**src/rtl/wide_char_to_utf8_encoder_top_assert.svh**
```systemverilog
// assertion macros for the wide character to utf-8 encoder
// expects clk and rst_n in the scope of each use
`ifndef WIDE_CHAR_TO_UTF8_ENCODER_TOP_ASSERT_SVH
`define WIDE_CHAR_TO_UTF8_ENCODER_TOP_ASSERT_SVH

`ifndef ASSERT_OFF
// condition holds at every clock edge out of reset
`define WCTU_ASSERT_ALWAYS(lbl, cond, msg) \
    lbl: assert property (@(posedge clk) disable iff (!rst_n) (cond)) else $error(msg);
// consequent holds on the edge after the antecedent
`define WCTU_ASSERT_NEXT(lbl, ante, cons, msg) \
    lbl: assert property (@(posedge clk) disable iff (!rst_n) (ante) |=> (cons)) else $error(msg);
`else
`define WCTU_ASSERT_ALWAYS(lbl, cond, msg)
`define WCTU_ASSERT_NEXT(lbl, ante, cons, msg)
`endif

`endif

```
**src/rtl/wctu_pkg.sv**
```systemverilog
// shared types, constants and byte encoding functions for the utf-8 encoder
// no dependencies
package wctu_pkg;

    localparam int UNIT_W     = 21;
    localparam int BYTE_W     = 8;
    localparam int IDX_W      = 2;
    localparam int HELD_W     = 10;
    localparam int APB_DATA_W = 32;
    localparam int PADDR_W    = 2;

    localparam logic [PADDR_W-1:0] REG_ADDR_MODE = 2'd0;

    localparam logic [UNIT_W-1:0] HIGH_SURR_MIN = 21'h00D800;
    localparam logic [UNIT_W-1:0] HIGH_SURR_MAX = 21'h00DBFF;
    localparam logic [UNIT_W-1:0] LOW_SURR_MIN  = 21'h00DC00;
    localparam logic [UNIT_W-1:0] LOW_SURR_MAX  = 21'h00DFFF;
    localparam logic [UNIT_W-1:0] CP_SUPP_BASE  = 21'h010000;
    localparam logic [UNIT_W-1:0] CP_MAX        = 21'h10FFFF;
    localparam logic [UNIT_W-1:0] CP_MAX_1BYTE  = 21'h00007F;
    localparam logic [UNIT_W-1:0] CP_MAX_2BYTE  = 21'h0007FF;
    localparam logic [UNIT_W-1:0] CP_MAX_3BYTE  = 21'h00FFFF;

    localparam logic [BYTE_W-1:0] LEAD_2BYTE = 8'hC0;
    localparam logic [BYTE_W-1:0] LEAD_3BYTE = 8'hE0;
    localparam logic [BYTE_W-1:0] LEAD_4BYTE = 8'hF0;
    localparam logic [BYTE_W-1:0] CONT_BYTE  = 8'h80;

    // queue depth between front and back
    localparam int QDEPTH = 2;
    localparam int QPTR_W = (QDEPTH > 1) ? $clog2(QDEPTH) : 1;
    localparam int QCNT_W = $clog2(QDEPTH + 1);

    // encoding lengths, held as index of the final byte
    typedef enum logic [IDX_W-1:0] {
        LEN_1 = 2'd0,
        LEN_2 = 2'd1,
        LEN_3 = 2'd2,
        LEN_4 = 2'd3
    } len_t;

    // one classified transaction waiting for the back end
    typedef struct packed {
        logic [UNIT_W-1:0] cp;
        logic              err;
        len_t              last_idx;
    } q_entry_t;

    // configuration write towards the front end
    typedef struct packed {
        logic wr;
        logic mode;
    } cfg_wr_t;

    function automatic len_t enc_len(input logic [UNIT_W-1:0] cp);
        len_t len;
        if (cp <= CP_MAX_1BYTE)
            len = LEN_1;
        else if (cp <= CP_MAX_2BYTE)
            len = LEN_2;
        else if (cp <= CP_MAX_3BYTE)
            len = LEN_3;
        else
            len = LEN_4;
        return len;
    endfunction

    // continuation byte carrying six bits starting at group g from the bottom
    function automatic logic [BYTE_W-1:0] cont_byte(input logic [UNIT_W-1:0] cp,
                                                    input logic [1:0] g);
        logic [5:0] bits;
        case (g)
            2'd0:    bits = cp[5:0];
            2'd1:    bits = cp[11:6];
            2'd2:    bits = cp[17:12];
            default: bits = 6'd0;
        endcase
        return CONT_BYTE | {2'b00, bits};
    endfunction

    // byte idx of the encoding of cp with the given length
    function automatic logic [BYTE_W-1:0] enc_byte(input logic [UNIT_W-1:0] cp,
                                                   input len_t len,
                                                   input logic [IDX_W-1:0] idx);
        logic [BYTE_W-1:0] b;
        if (idx == 2'd0) begin
            case (len)
                LEN_1:   b = {1'b0, cp[6:0]};
                LEN_2:   b = LEAD_2BYTE | {3'b000, cp[10:6]};
                LEN_3:   b = LEAD_3BYTE | {4'b0000, cp[15:12]};
                LEN_4:   b = LEAD_4BYTE | {5'b00000, cp[20:18]};
                default: b = '0;
            endcase
        end
        else begin
            b = cont_byte(cp, IDX_W'(len) - idx);
        end
        return b;
    endfunction

endpackage

```
**src/rtl/wctu_front.sv**
```systemverilog
// front end: takes code units, pairs surrogates in pair mode, classifies into queue entries
// depends on wctu_pkg
module wctu_front (
    input  logic                         clk,
    input  logic                         rst_n,
    input  wctu_pkg::cfg_wr_t            cfg,
    output logic                         pair_mode,
    input  logic                         in_valid,
    output logic                         in_ready,
    input  logic [wctu_pkg::UNIT_W-1:0]  code_unit,
    input  logic                         end_of_string,
    input  logic                         q_full,
    output logic                         q_push,
    output wctu_pkg::q_entry_t           q_data
);
    import wctu_pkg::*;

    logic              pair_mode_reg;
    logic              high_pending_reg, high_pending_next;
    logic [HELD_W-1:0] held_high_bits_reg, held_high_bits_next;

    logic              accept;
    logic              is_high, is_low;
    logic              has_result;
    logic              err;
    logic [UNIT_W-1:0] cp;

    assign in_ready  = !q_full;
    assign accept    = in_valid && in_ready;
    assign pair_mode = pair_mode_reg;

    assign is_high = code_unit inside {[HIGH_SURR_MIN:HIGH_SURR_MAX]};
    assign is_low  = code_unit inside {[LOW_SURR_MIN:LOW_SURR_MAX]};

    // classify the unit against the held surrogate
    always_comb
    begin
        has_result          = 1'b1;
        err                 = 1'b0;
        cp                  = code_unit;
        high_pending_next   = high_pending_reg;
        held_high_bits_next = held_high_bits_reg;
        if (pair_mode_reg) begin
            if (high_pending_reg) begin
                high_pending_next   = 1'b0;
                held_high_bits_next = '0;
                if (is_low)
                    cp = {1'b0, held_high_bits_reg, code_unit[9:0]} + CP_SUPP_BASE;
                else
                    err = 1'b1;
            end
            else if (is_high) begin
                if (end_of_string) begin
                    err = 1'b1;
                end
                else begin
                    has_result          = 1'b0;
                    high_pending_next   = 1'b1;
                    held_high_bits_next = code_unit[HELD_W-1:0];
                end
            end
            else if (is_low) begin
                err = 1'b1;
            end
        end
        if (cp > CP_MAX) begin
            err = 1'b1;
        end
        if (err) begin
            high_pending_next   = 1'b0;
            held_high_bits_next = '0;
        end
    end

    // queue entry
    always_comb
    begin
        q_push         = accept && has_result;
        q_data.cp      = cp;
        q_data.err     = err;
        q_data.last_idx = err ? LEN_1 : enc_len(cp);
    end

    // mode register and held surrogate
    always_ff @(posedge clk or negedge rst_n)
    begin
        if (!rst_n) begin
            pair_mode_reg      <= 1'b1;
            high_pending_reg   <= 1'b0;
            held_high_bits_reg <= '0;
        end
        else if (cfg.wr) begin
            pair_mode_reg      <= cfg.mode;
            high_pending_reg   <= 1'b0;
            held_high_bits_reg <= '0;
        end
        else if (accept) begin
            high_pending_reg   <= high_pending_next;
            held_high_bits_reg <= held_high_bits_next;
        end
    end

`include "wide_char_to_utf8_encoder_top_assert.svh"

    `WCTU_ASSERT_NEXT(a_cfg_clears_hold, cfg.wr, !high_pending_reg, "hold survived mode write")
    `WCTU_ASSERT_ALWAYS(a_no_hold_utf32, !(high_pending_reg && !pair_mode_reg), "hold in utf-32 mode")

endmodule

```
**src/rtl/wctu_queue.sv**
```systemverilog
// short queue between front and back ends
// depends on wctu_pkg
module wctu_queue (
    input  logic               clk,
    input  logic               rst_n,
    input  logic               push,
    input  wctu_pkg::q_entry_t push_data,
    output logic               full,
    input  logic               pop,
    output logic               head_valid,
    output wctu_pkg::q_entry_t head_data
);
    import wctu_pkg::*;

    q_entry_t           mem [QDEPTH];
    logic [QPTR_W-1:0]  wr_ptr_reg, rd_ptr_reg;
    logic [QCNT_W-1:0]  count_reg, count_next;

    assign full       = (count_reg == QCNT_W'(QDEPTH));
    assign head_valid = (count_reg != '0);
    assign head_data  = mem[rd_ptr_reg];

    always_comb
    begin
        count_next = count_reg;
        if (push && !pop)
            count_next = count_reg + 1'b1;
        else if (pop && !push)
            count_next = count_reg - 1'b1;
    end

    // storage
    always_ff @(posedge clk)
    begin
        if (push)
            mem[wr_ptr_reg] <= push_data;
    end

    // pointers and fill level
    always_ff @(posedge clk or negedge rst_n)
    begin
        if (!rst_n) begin
            wr_ptr_reg <= '0;
            rd_ptr_reg <= '0;
            count_reg  <= '0;
        end
        else begin
            count_reg <= count_next;
            if (push)
                wr_ptr_reg <= (wr_ptr_reg == QPTR_W'(QDEPTH - 1)) ? '0 : wr_ptr_reg + 1'b1;
            if (pop)
                rd_ptr_reg <= (rd_ptr_reg == QPTR_W'(QDEPTH - 1)) ? '0 : rd_ptr_reg + 1'b1;
        end
    end

`include "wide_char_to_utf8_encoder_top_assert.svh"

    `WCTU_ASSERT_ALWAYS(a_no_overflow, !(push && full), "push into full queue")
    `WCTU_ASSERT_ALWAYS(a_no_underflow, !(pop && !head_valid), "pop from empty queue")

endmodule

```
**src/rtl/wctu_back.sv**
```systemverilog
// back end: expands queue entries into utf-8 bytes, one per cycle while out_ready is high
// depends on wctu_pkg
module wctu_back (
    input  logic                         clk,
    input  logic                         rst_n,
    input  logic                         q_valid,
    input  wctu_pkg::q_entry_t           q_data,
    output logic                         q_pop,
    output logic                         out_valid,
    input  logic                         out_ready,
    output logic [wctu_pkg::BYTE_W-1:0]  out_byte,
    output logic                         last_byte,
    output logic                         error
);
    import wctu_pkg::*;

    logic [IDX_W-1:0]  idx_reg;
    logic              out_valid_reg;
    logic [BYTE_W-1:0] out_byte_reg, byte_next;
    logic              last_byte_reg, last_next;
    logic              error_reg;
    logic              load;

    assign out_valid = out_valid_reg;
    assign out_byte  = out_byte_reg;
    assign last_byte = last_byte_reg;
    assign error     = error_reg;

    // next byte of the head entry
    assign load      = q_valid && (!out_valid_reg || out_ready);
    assign last_next = (idx_reg == q_data.last_idx);
    assign q_pop     = load && last_next;
    assign byte_next = q_data.err ? '0 : enc_byte(q_data.cp, q_data.last_idx, idx_reg);

    // output register and byte counter
    always_ff @(posedge clk or negedge rst_n)
    begin
        if (!rst_n) begin
            out_valid_reg <= 1'b0;
            idx_reg       <= '0;
            out_byte_reg  <= '0;
            last_byte_reg <= 1'b0;
            error_reg     <= 1'b0;
        end
        else begin
            if (load) begin
                out_valid_reg <= 1'b1;
                out_byte_reg  <= byte_next;
                last_byte_reg <= last_next;
                error_reg     <= q_data.err;
                idx_reg       <= last_next ? '0 : idx_reg + 1'b1;
            end
            else if (out_ready) begin
                out_valid_reg <= 1'b0;
            end
        end
    end

`include "wide_char_to_utf8_encoder_top_assert.svh"

    `WCTU_ASSERT_ALWAYS(a_err_shape,
        !(out_valid_reg && error_reg) || (last_byte_reg && out_byte_reg == '0),
        "error transaction not a lone zero byte")
    `WCTU_ASSERT_ALWAYS(a_mid_entry_held, (idx_reg == '0) || q_valid,
        "entry left the queue mid encoding")

endmodule

```
**src/rtl/wide_char_to_utf8_encoder_top.sv**
```systemverilog
// top level of the wide character to utf-8 encoder: apb register and wiring
// depends on wctu_pkg, wctu_front, wctu_queue, wctu_back
//
// input channel: in_valid/in_ready with code_unit (21 bits) and end_of_string.
// output channel: out_valid/out_ready with out_byte, last_byte and error; one
// transaction per utf-8 byte, last_byte marks the end of a code point; an
// error is a single transaction with out_byte zero and last_byte set.
// register 0 at address 0: pair_mode (reset 1); writing it drops a held
// high surrogate. pready is always high.
// a taken unit is written into the queue, then its bytes leave through the
// output register. throughput: one output byte per cycle while out_ready is
// high; a unit gives 1 to 4 bytes set by its encoded length, and the back
// end's byte counter is the limit. a held high surrogate gives no bytes.
// a two entry queue sits between classification and byte expansion, so new
// units are taken while earlier bytes drain or wait; in_ready drops only when
// that queue is full.
// reset empties the queue and output register, clears the held surrogate and
// sets utf16 mode; a stalled receiver holds the output byte steady.
module wide_char_to_utf8_encoder_top (
    input  logic                             clk,
    input  logic                             rst_n,
    input  logic                             psel,
    input  logic                             penable,
    input  logic                             pwrite,
    input  logic [wctu_pkg::PADDR_W-1:0]     paddr,
    input  logic [wctu_pkg::APB_DATA_W-1:0]  pwdata,
    output logic [wctu_pkg::APB_DATA_W-1:0]  prdata,
    output logic                             pready,
    input  logic                             in_valid,
    output logic                             in_ready,
    input  logic [wctu_pkg::UNIT_W-1:0]      code_unit,
    input  logic                             end_of_string,
    output logic                             out_valid,
    input  logic                             out_ready,
    output logic [wctu_pkg::BYTE_W-1:0]      out_byte,
    output logic                             last_byte,
    output logic                             error
);
    import wctu_pkg::*;

    cfg_wr_t  cfg;
    logic     pair_mode;
    logic     q_full, q_push, q_pop, q_valid;
    q_entry_t q_in, q_head;

    // register access
    assign pready   = 1'b1;
    assign cfg.wr   = psel && penable && pwrite && (paddr == REG_ADDR_MODE);
    assign cfg.mode = pwdata[0];
    assign prdata   = (paddr == REG_ADDR_MODE) ? {{(APB_DATA_W-1){1'b0}}, pair_mode} : '0;

    wctu_front u_front (
        .clk           (clk),
        .rst_n         (rst_n),
        .cfg           (cfg),
        .pair_mode     (pair_mode),
        .in_valid      (in_valid),
        .in_ready      (in_ready),
        .code_unit     (code_unit),
        .end_of_string (end_of_string),
        .q_full        (q_full),
        .q_push        (q_push),
        .q_data        (q_in)
    );

    wctu_queue u_queue (
        .clk        (clk),
        .rst_n      (rst_n),
        .push       (q_push),
        .push_data  (q_in),
        .full       (q_full),
        .pop        (q_pop),
        .head_valid (q_valid),
        .head_data  (q_head)
    );

    wctu_back u_back (
        .clk       (clk),
        .rst_n     (rst_n),
        .q_valid   (q_valid),
        .q_data    (q_head),
        .q_pop     (q_pop),
        .out_valid (out_valid),
        .out_ready (out_ready),
        .out_byte  (out_byte),
        .last_byte (last_byte),
        .error     (error)
    );

endmodule
```
**config.mk**
```make
export PLATFORM = sky130hd
export DESIGN_NAME = wide_char_to_utf8_encoder_top
export DESIGN_NICKNAME = d
export VERILOG_FILES = /design/src/rtl/wctu_pkg.sv /design/src/rtl/wctu_front.sv /design/src/rtl/wctu_queue.sv /design/src/rtl/wctu_back.sv /design/src/rtl/wide_char_to_utf8_encoder_top.sv
export VERILOG_INCLUDE_DIRS = /design/src /design/src/rtl
export SDC_FILE = /design/constraint.sdc
export NUM_CORES = 1
export LEC_CHECK = 0
export BUFFER_PORTS_ARGS = -buffer_cell sky130_fd_sc_hd__buf_4
export CAP_MARGIN = 20
export CORE_MARGIN = 5
export CORE_UTILIZATION = 49
export CTS_BUF_LIST = sky130_fd_sc_hd__clkbuf_16
export DETAILED_ROUTE_END_ITERATION = 10
export PLACE_DENSITY = 0.8
export SLEW_MARGIN = 25
export SYNTH_ARGS = -nofsm -noshare
export SYNTH_HDL_FRONTEND = slang
export SYNTH_HIERARCHICAL = 1
export SYNTH_SLANG_ARGS = --single-unit
```
**constraint.sdc**
```tcl
create_clock -name clk -period 2.5 [get_ports clk]
set_clock_uncertainty 0.05 [all_clocks]
set_input_delay 0.5 -clock clk [delete_from_list [all_inputs] [get_ports clk]]
set_output_delay 0.5 -clock clk [all_outputs]
set_load 0.05 [all_outputs]
```
==> reports/metrics.cfg, run 1 <==
[critical_path]
r2r_slack_ns=0.10
worstRegToRegCells=7
cp-start-kind=register
critPathMaxFanout=8
path_cells=mux2_4 > inv_1 > ha_1 > xnor3_2 > mux2_4 > a221o_1 > a32o_1
end_kind=register
worstSetupPathType=register to register
cp.arrival_ns=2.56
cp_num_buf_inv=1
cpPeakStageDelay_ns=0.44
crit_start=u_queue/rd_ptr_reg
r2r-end=u_back/out_byte[3]
worstReg2RegStart=u_queue/rd_ptr_reg
cp.required_ns=2.66
cp_common_cell=mux2_4
critPathSlowestCell=dfrtp_1
cp_top_family=multiplexers

[layout]
largest_reg_flops=48
ff_latch_area_um2=2170
instances_no_fill=538
n_antenna_cell=0
area_delta_synth_final_pct=15.3
multi_input_area_um2=1820
drive_gt1_share_pct=30.7
finish.utilization_pct=57.7
mostFrequentLayoutCell=buf_4
final_cell_mix=buf_4, edfxtp_1, nand2_1
fin_area_um2=5030
num-nets-final=492
nFillCells=707

[detailed_routing]
viasPerCell=5.66
detail_route.wl_per_cell_um=17.4
drc=0
drtIter0Drc=157
drt_wl_total_um=9390
ant_nets=0
vias=3043
first_pass_iters=5

[sta]
finalMaxSlewViolations=0
max_slew.worst_pin.slew_ns=0.681
min_period_ns=2.40
finalSetupViolations=0
period_share_pct=95.9
hold_violations=0
relSlewSlack_pct=54.5
fmax_ghz=0.417
rsz0062_at_grt=false
whs_ns=0.0531

[clock_tree]
htreeDepth=3
numCtsBuffers=9
clkTransAtPathRegs_ns=0.06
clock_path_buffers=2
cts-root-buf=clkbuf_16
clk_latency_ns=0.33
clock_sinks=77
tritoncts=built
holdBufCountCts=0
cts_setup_buffers=0

[synth]
ys_types=63
synth_ff_type=edfxtp_1
syn_area_um2=4370
yosys_warnings=6
ys_async_sr_fraction_pct=37.7
synth_edf_count=48
synth_seq_cells=77
syn_area_per_cell_um2=11.8
syn_inst=369
ys_seq_area_share_pct=49.7

[job]
cap_violations=0

[die]
die_x_um=104
fp.dieH_um=104
floorplan.initialDensity_pct=50.1
dieArea_um2=10900
pin_count=108
row_count=34
coreArea_um2=8720

[hold_path]
min_path_type=input port to async pin

[place]
placed_cells=522
postPlaceCellArea_um2=4740
place_hpwl_um=6970
io_buffers=44
gp_congestion=0.903

[grt]
grtUsageTotal_pct=17.5
grt_max_degree=30
overflow=0
grt_pass1_vias=2998
grt_pass1_wl_um=15300
antenna_found_initial=0

[power_and_ir_drop]
pwr_density_cell_nw_per_um2=1160
leakage_nw=2.16
vdd_ir_drop_max_mv=0.476
total_power_mw=5.84

[status]
status=finished, final reports clean

==> final cells by class <==
| cell class | count | share of cell area, % |
|---|---|---|
| clock buffer | 9 | 4.47 |
| clock inverter | 7 | 1.32 |
| inverter | 13 | 0.969 |
| multi-input combinational | 251 | 36.1 |
| sequential | 77 | 43.1 |
| tap | 108 | 2.68 |
| timing repair buffer | 73 | 11.4 |
==> power by group <==
part           switching [mW]  internal, mW
clock                   0.489         0.767
sequential              0.172          1.73
combinational            1.54          1.15
==> synth_stat cells (all sizes together) (3+ instances only) <==
cell type / number / share of area (%)
o221ai: 3 / 0.60
a21oi: 7 / 0.80
nor3b: 4 / 0.80
nor2: 7 / 0.60
edfxtp: 48 / 33
nand4: 3 / 0.43
nor2b: 13 / 1.9
xnor2: 3 / 0.60
nor4: 6 / 1.5
ha: 4 / 1.1
dfrtp: 28 / 16
nand2b: 5 / 0.72
mux2: 31 / 9.7
a21o: 6 / 1.0
o21ai: 17 / 1.9
nand3: 7 / 0.80
xor2: 5 / 1.0
a22oi: 10 / 1.7
a221oi: 5 / 1.0
buf: 51 / 9.7
inv: 13 / 1.1
nor3: 7 / 1.1
nand2: 36 / 3.1
clkbuf: 7 / 0.60
or3: 3 / 0.43
mux2i: 6 / 1.4
==> worst max path at each step <==
stage                               to  cells past startpoint
CTS                 u_back/out_byte[3]                      7
global placement     u_queue/mem[1][0]                      7
floorplan           u_back/out_byte[3]                      8
detailed placement   u_queue/mem[0][0]                      7
finish              u_back/out_byte[3]                      7
global route         u_queue/mem[0][0]                      5
==> kinds of logic after synthesis <==
logic type / synth area share (%)
AOI/OAI and AO/OA: 11.7
other: 0.172
and+or+nand+nor: 12.6
muxes: 11.1
adders and majority gates: 1.15
buffers and inverters: 11.4
DFF: 49.7
xor gates and xnor gates: 2.15
==> repair_timing <==
action	in CTS	in global routing
setup endpoints to repair	0	2
resized for setup	0	0
hold endpoints to repair	0	0
==> metal layers <==
layer | share of wire [%] | vias up | GRT usage (%) | wire length, um
met1 | 40 | 1462 | 22.4 | 3800
met2 | 49 | 172 | 28.8 | 4580
met3 | 9.0 | 17 | 5.09 | 844
met4 | 1.8 | 0 | 5.37 | 170
met5 | 0 | - | 0 | 0
li1 | - | 1392 | - | -
==> per-stage QoR <==
step	setup TNS (ns)	setup slack, ns
floorplan	0	0.00631
global placement	-5.08	-0.189
detailed placement	-1.15	-0.205
CTS	0	0.101
global route	0	0.00588
finish	0	0.102
No activity file was read; power rests on OpenSTA's default activity.
==> run 2, diff against run 1 <==
Settings changed: ABC_AREA set to 1.
==> run 2 against run 1 <==
Net effect:
- hold slack worse by 0.0048 ns
- utilization is 1.0 points lower
- non-clock buffer count down 22
- via count up 2.5%
- critical path depth increased by 6
- fmax increased by 3.5%
- design area decreased by 1.8%
- sequential cell count stayed put
- clock power hardly changed
- critical path type unchanged
- largest power group unchanged
==> reports/metrics.cfg, run 2 <==
[detailed_routing]
ant_nets=0  ; unchanged
vias=3120  ; +2.5%
drtIter0Drc=179  ; +14%
maxUsedRoutingLayer=met4
drt_wl_total_um=8980  ; -4.4%
drc=0  ; unchanged
first_pass_iters=6  ; +1
detail_route.wl_per_cell_um=14.7  ; -16%
viasPerCell=5.10  ; -9.9%
wl_met1_um=3740  ; -1.4%
met2_length_um=4480  ; -2.2%
route.met3.wl_um=670  ; -21%

[status]
status=finished, final reports clean

[grt]
grtUsageTotal_pct=17.0  ; -0.49 points
overflow=0  ; unchanged
grt_max_degree=30  ; unchanged
grt_pass1_vias=3130  ; +4.4%
antenna_found_initial=0  ; unchanged
grt_pass1_wl_um=15000  ; -1.7%

[job]
cap_violations=0  ; unchanged

[place]
io_buffers=44  ; unchanged
gp_congestion=0.889  ; -1.5%
place_hpwl_um=6620  ; -5.1%

[layout]
area_delta_synth_final_pct=12.8
n_antenna_cell=0  ; unchanged
mostFrequentLayoutCell=nand2_1
drive_gt1_share_pct=24.0  ; -6.7 points
largest_reg_flops=48  ; unchanged
final_cell_mix=nand2_1, inv_1, buf_4
nFillCells=775  ; +9.6%
num-nets-final=566  ; +15%

[clock_tree]
clock_sinks=77  ; unchanged
holdBufCountCts=0  ; unchanged
clk_latency_ns=0.33  ; about the same
cts_resized=0  ; unchanged
numCtsBuffers=9  ; unchanged
clock_path_buffers=2  ; unchanged
cts_setup_buffers=0  ; unchanged
tritoncts=built
htreeDepth=3  ; unchanged
clkTransAtPathRegs_ns=0.06  ; about the same
cts-root-buf=clkbuf_16

[power_and_ir_drop]
pwr_density_cell_nw_per_um2=1160  ; -0.26%
total_power_mw=5.72  ; -2.0%
vdd_ir_drop_max_mv=0.468  ; -1.7%
leakage_nw=2.30  ; +6.4%

[die]
fp.dieH_um=105  ; +0.17%
row_count=34  ; unchanged
coreArea_um2=8720  ; unchanged
floorplan.initialDensity_pct=50.2  ; +0.19 points
pin_count=108  ; unchanged
dieArea_um2=10900  ; +0.35%
die_x_um=105  ; +0.17%

[sta]
hold_violations=0  ; unchanged
relSlewSlack_pct=64.5  ; +9.9 points
fmax_ghz=0.432  ; +3.5%
rsz0062_at_grt=false
period_share_pct=92.7  ; -3.2 points
finalSetupViolations=0  ; unchanged
min_period_ns=2.32  ; -0.0812 ns
max_slew.worst_pin.slew_ns=0.533  ; -0.147 ns
finalMaxSlewViolations=0  ; unchanged
fin_setup_tns_ns=0  ; unchanged

[synth]
yosys_warnings=6  ; unchanged
synth_edf_count=48  ; unchanged
syn_area_um2=4380  ; +0.37%
synthDominantCellAreaShare_pct=32.9  ; -0.12 points
syn_area_per_cell_um2=9.55  ; -19%
ys_async_sr_fraction_pct=37.7  ; unchanged
ys_top_cells_by_count=nand2_1, inv_1, edfxtp_1
syn_inst=459  ; +24%
synth_seq_cells=77  ; unchanged
synth_ff_type=edfxtp_1
yosys.area.top_type=edfxtp_1
ys_types=42  ; -33%
post_synth_main_area_contributors=edfxtp_1, dfrtp_1, nand2_1
synth.most_common_cell=nand2_1
ys_seq_area_share_pct=49.5  ; -0.18 points

[critical_path]
cp.arrival_ns=2.49  ; -0.07 ns
critPathMaxFanout=8  ; unchanged
cp-start-kind=register
end_kind=register
cp.required_ns=2.67  ; about the same
worstSetupPathType=register to register

[hold_path]
min_path_type=input port to async pin

run 2: critical path: stages, from the launching register on:
cell and delay, ns:
dfrtp_1 0.43, mux2_4 0.24, clkinv_2 0.14, ha_4 0.34, inv_1 0.06, a21oi_1 0.11, inv_1 0.10, nor2_2 0.13
inv_1 0.06, ha_1 0.29, inv_1 0.08, nand3_1 0.07, nand2_1 0.06, nand2_1 0.05
run 2: routing by layer:
layer	vias to the layer above	global-route usage [%]
li1	1523	-
met1	1440	21.5
met2	143	28.6
met3	14	4.13
met4	0	6.11
met5	-	0
run 2: final cells by class:
class                   instances  area, um2  share of cell area [%]
flip-flops and latches         77       2170                    43.9
multi-input cells             305       1730                    34.9
repair buffers                 51        408                    8.25
clock buffers                   9        225                    4.55
inverters                      55        208                    4.20
well taps                     108        135                    2.73
clock inverters                 7       73.8                    1.49
run 2: worst paths after layout:
kind,from,end,slack [ns],depth (start not counted)
worst min register to register,u_back/out_byte[4],u_back/out_byte[4],0.43,2
min in group clk,code_unit[4],u_queue/mem[0][7],0.32,1
worst max register to register,u_queue/rd_ptr_reg,u_queue/count_reg[1],0.18,13
worst max-delay path,u_queue/rd_ptr_reg,u_queue/count_reg[1],0.18,13
worst min-delay path,rst_n,u_front/held_high_bits_reg[9],0.05,1
max in group asynchronous,rst_n,u_front/pair_mode,2.03,1
run 2: where the power goes:
group	internal (mW)	total, mW	switching (mW)	leakage, nW
clock	0.774	1.28	0.508	0.136
combinational	0.916	2.50	1.59	1.36
sequential	1.75	1.94	0.188	0.812
total	3.44	5.72	2.28	2.30
run 2: metrics by stage:
stage | hold slack [ns] | setup WS, ns | utilization [%] | cell area (um2) | cells
floorplan | 0.154 | 0.0108 | - | 4510 | 489
global placement | 0.400 | 0.127 | 53.2 | 4640 | 596
detailed placement | 0.407 | 0.0746 | 53.2 | 4640 | 596
CTS | 0.0525 | 0.134 | 56.7 | 4940 | 612
global route | 0.0713 | 0.0139 | 56.7 | 4940 | 612
finish | 0.0483 | 0.183 | 56.7 | 4940 | 612
run 2: logic make-up (layout without fill, tap and decap cells):
| kind of cell | after synthesis | in the layout | synth area share (%) |
|---|---|---|---|
| other cells | 2 | 32 | 0.171 |
| simple gates | 216 | 216 | 22.5 |
| xor+xnor | 4 | 4 | 0.800 |
| flops | 77 | 77 | 49.5 |
| mux | 24 | 24 | 7.80 |
| compound gates | 25 | 25 | 4.00 |
| buf+inv | 107 | 122 | 14.1 |
| fa+ha+maj | 4 | 4 | 1.14 |
==> run 3, diff against run 2 <==
Settings changed: CELL_PAD_IN_SITES_DETAIL_PLACEMENT set to 1, CELL_PAD_IN_SITES_GLOBAL_PLACEMENT set to 2, CORE_MARGIN 5 to not set, CORE_UTILIZATION 49 to 29, PLACE_DENSITY 0.8 to 0.79.
==> run 3 against run 2 <==
Net effect:
- the flow now finishes with violations (design-rule violations)
- critical path depth stayed put
- count of clock-buffer cells in the layout unchanged
- setup slack improved by 0.038 ns
- combinational power is 4% higher
- non-clock buffer count unchanged
- clock power increased by 17%
- sequential power about the same
- hold slack worse by 0.0010 ns
- utilization is 22 points lower
- critical path type unchanged
- highest routed layer unchanged
==> reports/metrics.cfg, run 3 (synthesis results as in run 2) <==
[detailed_routing]
drt_wl_total_um=10400  ; +16%
detail_route.wl_per_cell_um=15.1  ; +3.2%
viasPerCell=4.54  ; -11%
drtIter0Drc=98  ; -45%
ant_nets=0  ; unchanged
first_pass_iters=7  ; +1
vias=3123  ; +0.096%
drc=11  ; +11

[power_and_ir_drop]
leakage_nw=2.33  ; +1.1%
p_comb_share_pct=43.0  ; -0.8 points
vdd_ir_drop_max_mv=0.397  ; -15%
total_power_mw=6.03  ; +5.3%
p_seq_share_pct=32.2  ; -1.7 points
power.switching_mw=2.38  ; +4.2%
p_int_mw=3.65  ; +6.0%
pwr_density_cell_nw_per_um2=1180  ; +2.3%
switching_share_pct=39.5  ; -0.41 points
clkPwrFrac_pct=24.8  ; +2.4 points

[critical_path]
cp.required_ns=2.68  ; about the same
cp_common_cell=inv_1
cp.arrival_ns=2.45  ; -0.04 ns
worstSetupPathType=register to register
cpPeakStageDelay_ns=0.42  ; about the same
end_kind=register
path_cells=mux2_4 > inv_4 > ha_4 > inv_1 > a21oi_2 > inv_2 > nor2_4 > inv_1 > ha_1 > inv_1 > nand3_1 > nand2_1 > nand2_1
critPathSlowestCell=dfrtp_1
cp_top_family=adder cells
cp_num_buf_inv=5  ; unchanged
critPathMaxFanout=8  ; unchanged
cp-start-kind=register

[grt]
grt_max_degree=30  ; unchanged
grt_pass1_wl_um=17300  ; +15%
met2_usage_pct=25.4  ; -3.2 points
met3_usage_pct=3.18  ; -0.95 points
overflow=0  ; unchanged
grt_pass1_vias=3289  ; +5.1%
antenna_found_initial=0  ; unchanged
use_met1_pct=17.1  ; -4.4 points
grtUsageTotal_pct=14.4  ; -2.6 points
busiest_layer=met2

[place]
pre_cts_slack_ns=-0.0370  ; -0.112 ns
placed_cells=672  ; +13%
place_hpwl_um=8120  ; +23%
gp_congestion=0.781  ; -12%
io_buffers=44  ; unchanged

[die]
fp.dieH_um=125  ; +19%
coreArea_um2=14600  ; +68%
floorplan.initialDensity_pct=29.9  ; -20 points
dieArea_um2=15600  ; +43%
pin_count=108  ; unchanged
die_x_um=125  ; +19%
row_count=44  ; +29%

[job]
cap_violations=0  ; unchanged

[layout]
drive_gt1_share_pct=24.2  ; +0.20 points
area_delta_synth_final_pct=16.2
n_antenna_cell=0  ; unchanged
num-nets-final=566  ; unchanged
final_cell_mix=nand2_1, buf_4, inv_1, edfxtp_1, nor2_1
mostFrequentLayoutCell=nand2_1
largest_reg_flops=48  ; unchanged
instances_no_fill=688  ; +12%

[clock_tree]
tritoncts=built
clock_path_buffers=2  ; unchanged
numCtsBuffers=9  ; unchanged
clk_latency_ns=0.34  ; about the same
clock_sinks=77  ; unchanged
cts-root-buf=clkbuf_16
clkTransAtPathRegs_ns=0.06  ; about the same
holdBufCountCts=0  ; unchanged
htreeDepth=3  ; unchanged

[sta]
min_period_ns=2.28  ; -0.0380 ns
max_slew.worst_pin.slew_ns=0.573  ; +0.0396 ns
finalSetupViolations=0  ; unchanged
finalMaxSlewViolations=0  ; unchanged
layout_setup_ws_ns=0.221  ; +0.0380 ns
rsz0062_at_grt=false
hold_violations=0  ; unchanged
fin_setup_tns_ns=0  ; unchanged
period_share_pct=91.2  ; -1.5 points
fmax_ghz=0.439  ; +1.7%
whs_ns=0.0473  ; -0.00102 ns
relSlewSlack_pct=61.8  ; -2.6 points

[hold_path]
min_path_type=input port to async pin

[status]
violations=design-rule violations
status=finished with violations

run 3: final cells by class:
cell class | count | area [um2]
clock buffers | 9 | 225
clock inverters | 7 | 114
fillers | 1709 | 9550
inverters | 55 | 209
multi-input cells | 305 | 1740
flip-flops and latches | 77 | 2170
well taps | 184 | 230
repair buffers | 51 | 408
run 3: timing repair:
item                                   4_1_cts  5_1_grt
endpoints found under the hold margin        0        0
pin swaps                                    0        0
setup endpoints to repair                    1        2
gates resized for setup                      1        4
buffers inserted                             0        0
run 3: per-layer routing:
layer / wire length (um) / up-vias
li1: - / 1520
met1: 4560 / 1525
met2: 5280 / 61
met3: 367 / 17
met4: 208 / 0
met5: 0 / -
run 3: worst paths after layout:
| kind | start | to | slack, ns | depth (start not counted) |
|---|---|---|---|---|
| worst max register to register | u_queue/rd_ptr_reg | u_queue/count_reg[1] | 0.22 | 13 |
| worst min register to register | u_front/held_high_bits_reg[1] | u_front/held_high_bits_reg[1] | 0.42 | 2 |
| max in group asynchronous | rst_n | u_front/pair_mode | 2.01 | 1 |
| worst max-delay path | u_queue/rd_ptr_reg | u_queue/count_reg[1] | 0.22 | 13 |
| worst min-delay path | rst_n | u_front/held_high_bits_reg[0] | 0.05 | 1 |
| min in group clk | code_unit[2] | u_queue/mem[0][5] | 0.31 | 1 |
run 3: power by group through the flow:
stage / sequential, mW / clock [mW] / combinational (mW)
after global placement: 1.94 / 0 / 2.47
after CTS: 1.95 / 1.53 / 2.60
final: 1.94 / 1.50 / 2.59
after detailed placement: 1.97 / 0 / 2.58
after floorplan: 2.14 / 0 / 1.79
after global routing: 1.98 / 1.59 / 2.85
run 3: metrics by stage:
step	cell area, um2	util [%]
final	5090	34.8
after global routing	5090	34.8
after CTS	5080	34.7
after detailed placement	4740	32.4
after global placement	4740	32.4
after floorplan	4510	-
